`src/rtl/maxrects_bssf_packer_macros.svh`:
```
// Assertion macros shared by the packer RTL.
// Depends on clk_i and rst_ni being visible where a macro is used.
`ifndef MAXRECTS_BSSF_PACKER_MACROS_SVH
`define MAXRECTS_BSSF_PACKER_MACROS_SVH

// Checked on every clock edge outside reset.
`define MBP_ASSERT(name, prop, msg) \
  name: assert property (@(posedge clk_i) disable iff (!rst_ni) (prop)) else $error(msg);

// Checked on every clock edge, during reset too.
`define MBP_ASSERT_ALWAYS(name, prop, msg) \
  name: assert property (@(posedge clk_i) (prop)) else $error(msg);

`endif

```
`src/rtl/mbp_ram.sv`:
```
// Simple dual-port synchronous RAM, one write and one registered read port.
// No dependencies; used for the free list and the scratch list.
module mbp_ram #(
  parameter int unsigned WIDTH = 52,
  parameter int unsigned DEPTH = 64
) (
  input  logic                     clk_i,
  input  logic                     we_i,
  input  logic [$clog2(DEPTH)-1:0] waddr_i,
  input  logic [WIDTH-1:0]         wdata_i,
  input  logic [$clog2(DEPTH)-1:0] raddr_i,
  output logic [WIDTH-1:0]         rdata_o
);

  logic [WIDTH-1:0] mem [DEPTH];

  always_ff @(posedge clk_i) begin
    if (we_i) begin
      mem[waddr_i] <= wdata_i;
    end
    rdata_o <= mem[raddr_i];
  end

endmodule

```
`config.mk`:
```
export PLATFORM = sky130hd
export DESIGN_NAME = mbp_ram
export DESIGN_NICKNAME = d
export VERILOG_FILES = /design/src/rtl/maxrects_bssf_packer_macros.svh /design/src/rtl/mbp_ram.sv
export SDC_FILE = /design/constraint.sdc
export NUM_CORES = 2
export LEC_CHECK = 0
export BUFFER_PORTS_ARGS = -buffer_cell sky130_fd_sc_hd__clkbuf_2
export CORE_UTILIZATION = 45
export CTS_CLUSTER_DIAMETER = 80
export DETAILED_ROUTE_END_ITERATION = 10
export PLACE_DENSITY = 0.6
export SLEW_MARGIN = 25
export SYNTH_ARGS = -nofsm -noshare
export SYNTH_HDL_FRONTEND = slang
export SYNTH_SLANG_ARGS = --single-unit
```
`constraint.sdc`:
```
create_clock -name clk_i -period 7.8 [get_ports clk_i]
set_clock_uncertainty 0.2 [all_clocks]
set_input_delay 1.95 -clock clk_i [delete_from_list [all_inputs] [get_ports clk_i]]
set_output_delay 1.95 -clock clk_i [all_outputs]
set_load 0.01 [all_outputs]
```
; ---- After elaboration in Yosys (flattened, before gate mapping)
; Memories as Yosys holds them, arrays and structs flattened. A register that Yosys moved wholly into a read port is not among the register bits.
; Cells that the tools add are included.
[op_classes]
mux = 2
[op_table]
columns = operator, count
row1 = 1-bit 2-to-1 mux, 2
[word_totals]
register_bits = 0
mem_bits_rw = 3328
inputBits = 66
output_inout_bits = 52
wordCells = 3
mem_count = 1
[memory_table]
columns = name, depth, width, rd, rd_clocked_by_memory_dff, wr, line
row1 = mem, 64, 52, 1, 1, 1, mbp_ram.sv:15  ; logic [WIDTH-1:0] mem [DEPTH];

; ---- Logic depth before layout (Yosys ltp)
[logic_depth]
word_depth = 2
depth_mapped = 9
mapped_depth_nobuf = 5

; ---- Least setup slack after synthesis
; No wires, ideal clock.
[synth_timing]
path_kind = input -> register
startpoint = in waddr_i[3]
endpoint = mem mem[48][0], enable pin
arrival_time_ns = 5.991
required_time_ns = 7.074
setup_slack_ns = 1.084
stages = 4
n_path_buf = 1
cell_sequence = clkbuf_1 > nor2b_1 > nand4b_1 > nor3_1
[synth_rtl]
columns = item, line
row1 = from (decl), mbp_ram.sv:9  ; input logic [$clog2(DEPTH)-1:0] waddr_i,
row2 = to (decl), mbp_ram.sv:15
; Straight into the memory's write port.

==> impl_metrics.tcl <==
set metrics [dict create \
    status "complete, no violations" \
    post-route-worst-setup-slack_ns 3.20 \
    async_flop_share 0 \
    synth.yosys.warnings 0 \
    grt_start_max_net_pins 105 \
    cts.clk_slew.worst_paths_ns 0.06 \
    cts_tree "yes" \
    cap_violations 0 \
    start_util 0.454 \
    grt_pass1_vias 61800 \
    cp_max_fo 98 \
    highest_layer "met5" \
    met1_length_microns 143000 \
    slew_headroom 0.262 \
    die_h_microns 533 \
    yosysSeqAreaShare 0.796 \
    drc 0 \
    port_buffers 117 \
    wl_met2_microns 175000 \
    syn_area_sq_um 127000 \
    max_freq_ghz 0.217 \
    clock_sinks 3380 \
    overflow 0 \
    ir_drop_mv 0.216 \
    period_minus_slack_ns 4.60 \
    worst_setup_path_end_kind "flip-flop" \
    finalCritPeriodShare 0.590 \
    antenna_found_initial 42 \
    dieWidth_microns 533 \
    synth_cell_types 40 \
    setup_violations 0 \
    crit_required_ns 8.36 \
    drv_slew 0 \
    dp_hpwl_microns 200000 \
    hold_class "flip-flop to flip-flop" \
    hold_buffers 0 \
    p_total_mw 37.6 \
    ff_latch_area_sq_um 101000 \
    antenna_left 0 \
    core_area_sq_um 280000 \
    n_fill_cell 21600 \
    rsz0062_at_grt "false" \
    placed_area_sq_um 133000 \
    cts_buffers 337 \
    startpoint_type "input pin" \
    multi_input_area_sq_um 24900 \
    criticalPathCategory "input pin to flip-flop" \
    ys_seq_elements 3380 \
    ios 118 \
    synth_ff_type "edfxtp_1" \
    via_per_inst 6.37 \
    htreeDepth 5 \
    hold_viol_final 0 \
    first_pass_iters 5 \
    cts_max_path_buffers 4 \
    grt_util_all_layers 0.254 \
    row_count 194 \
    post-place-ws_ns 2.33 \
    postCtsSetupRepairBufs 0 \
    finalNetCount 5835 \
    syn2layout_area_growth_pct 13.4 \
    layoutNonFillerInstCount 9789 \
    routed_wl_microns 362000 \
    grt_pass1_wl_microns 500000 \
    met3_length_microns 32200 \
    synth_area_per_cell_sq_um 23.5 \
    gp_congestion 0.794 \
    worst_pin_slew_ns 1.11 \
    clock_latency_ns 0.89 \
    syn-instance-count 5410 \
    setup_tns_ns 0 \
    synth_edf_count 3328 \
    powerDensity_nw_per_um2 261 \
    place.detailed.instances 9151 \
    stdcell_area_sq_um 144000 \
    num_vias 62300 \
    avgRoutedWirePerCell_microns 37.0 \
    syn_nets 5476 \
    drt_iter0_markers 9235 \
    die_area_sq_um 284000 \
    cts.repair.resized 0 \
    p_leak_nw 44.5 \
    crit_arrival_ns 5.16 \
    drive_above_1_share 0.283 \
    root_buffer "clkbuf_16" \
]
-- Yosys cell counts (6+ instances only) --
| library cell | count | area share |
|---|---|---|
| o21ai_0 | 9 | 0.00035 |
| and3_1 | 12 | 0.00059 |
| o21ai_1 | 16 | 0.00063 |
| buf_6 | 12 | 0.0011 |
| nor4_1 | 40 | 0.0020 |
| a21oi_1 | 74 | 0.0029 |
| o21a_1 | 9 | 0.00053 |
| a22o_1 | 18 | 0.0012 |
| a22oi_1 | 38 | 0.0022 |
| a221oi_1 | 41 | 0.0028 |
| a211oi_1 | 13 | 0.00077 |
| clkbuf_1 | 125 | 0.0037 |
| nand2_1 | 31 | 0.00092 |
| nor2b_1 | 25 | 0.0012 |
| o22ai_1 | 181 | 0.0089 |
| nand2b_1 | 15 | 0.00074 |
| mux4_2 | 794 | 0.14 |
| nor2_1 | 97 | 0.0029 |
| buf_4 | 53 | 0.0031 |
| mux2_2 | 44 | 0.0039 |
| or2_2 | 6 | 0.00030 |
| o221ai_1 | 64 | 0.0044 |
| edfxtp_1 | 3328 | 0.79 |
| nand3_1 | 17 | 0.00067 |
| dfxtp_1 | 52 | 0.0082 |
| buf_2 | 96 | 0.0038 |
| mux2i_1 | 125 | 0.0099 |
| buf_1 | 21 | 0.00062 |
| o22a_1 | 31 | 0.0021 |
-- critical path: stages --
cell and delay [ns]:
buf_12 0.57, buf_12 0.63, nand2_1 0.68, o221ai_1 0.51
a21oi_1 0.19, o22a_1 0.25
-- flip-flops by register name, summed over array words and instances (netlist names) --
register  cells
mem        3328
rdata_o      52
-- cells by family after synthesis --
| logic type | share of synthesized area |
|---|---|
| simple gates | 0.0104 |
| buf+inv | 0.0123 |
| compound gates | 0.0271 |
| mux | 0.155 |
| flops | 0.796 |
-- area by class of cell --
type                       instances  share of cell area
clock inverter                   170             0.00937
clock buffer                     442              0.0633
sequential                      3380               0.702
timing repair buffer             327              0.0198
multi-input combinational       1723               0.173
antenna                           23            0.000400
tap                             3724              0.0324
-- routing by layer --
metal	vias up	track usage
met4	10	0.0762
met2	3317	0.406
met5	-	0
met1	34300	0.360
met3	546	0.0412
li1	24200	-
-- final timing paths --
path               start           to  slack, ns  cells after the start
min reg2reg   mem[3][17]  rdata_o[17]       0.62                      4
min           mem[3][17]  rdata_o[17]       0.62                      4
max reg2reg  mem[10][32]  rdata_o[32]       5.28                      5
max           raddr_i[0]  rdata_o[14]       3.20                      6
-- placed cells by master (no fill, tap or decap), types with 6 or more instances in the layout --
cell	n
dfxtp_1	52
nand2b_1	10
diode_2	23
mux2_2	44
o22ai_1	181
o221ai_1	64
a22o_1	18
a221oi_1	41
mux2i_1	125
clkinv_2	61
and3_1	12
nand3_1	17
clkbuf_2	88
o21a_1	9
nor4_1	40
clkbuf_8	11
a21oi_1	74
or2_2	6
clkbuf_1	86
nor2_4	62
edfxtp_1	3328
nand2_1	25
o22a_1	31
clkinv_1	75
o21ai_1	16
nor2b_1	20
inv_6	6
a211oi_1	13
buf_4	180
nor2_1	34
o21ai_0	9
buf_12	46
mux4_2	794
clkbuf_16	345
bufinv_16	20
clkbuf_4	6
a22oi_1	38
-- report_power, final --
group	total [mW]	internal, mW	switching [mW]
registers	20.2	20.1	0.123
logic	1.74	0.624	1.11
clock network	15.6	8.88	6.76
-- through the flow --
step	hold slack (ns)	utilization
finish	0.623	0.514
global route	0.705	0.514
CTS	0.626	0.514
detailed placement	0.622	0.476
global placement	0.596	0.475
floorplan	0.544	-
Power figures use the tool's default switching activity.
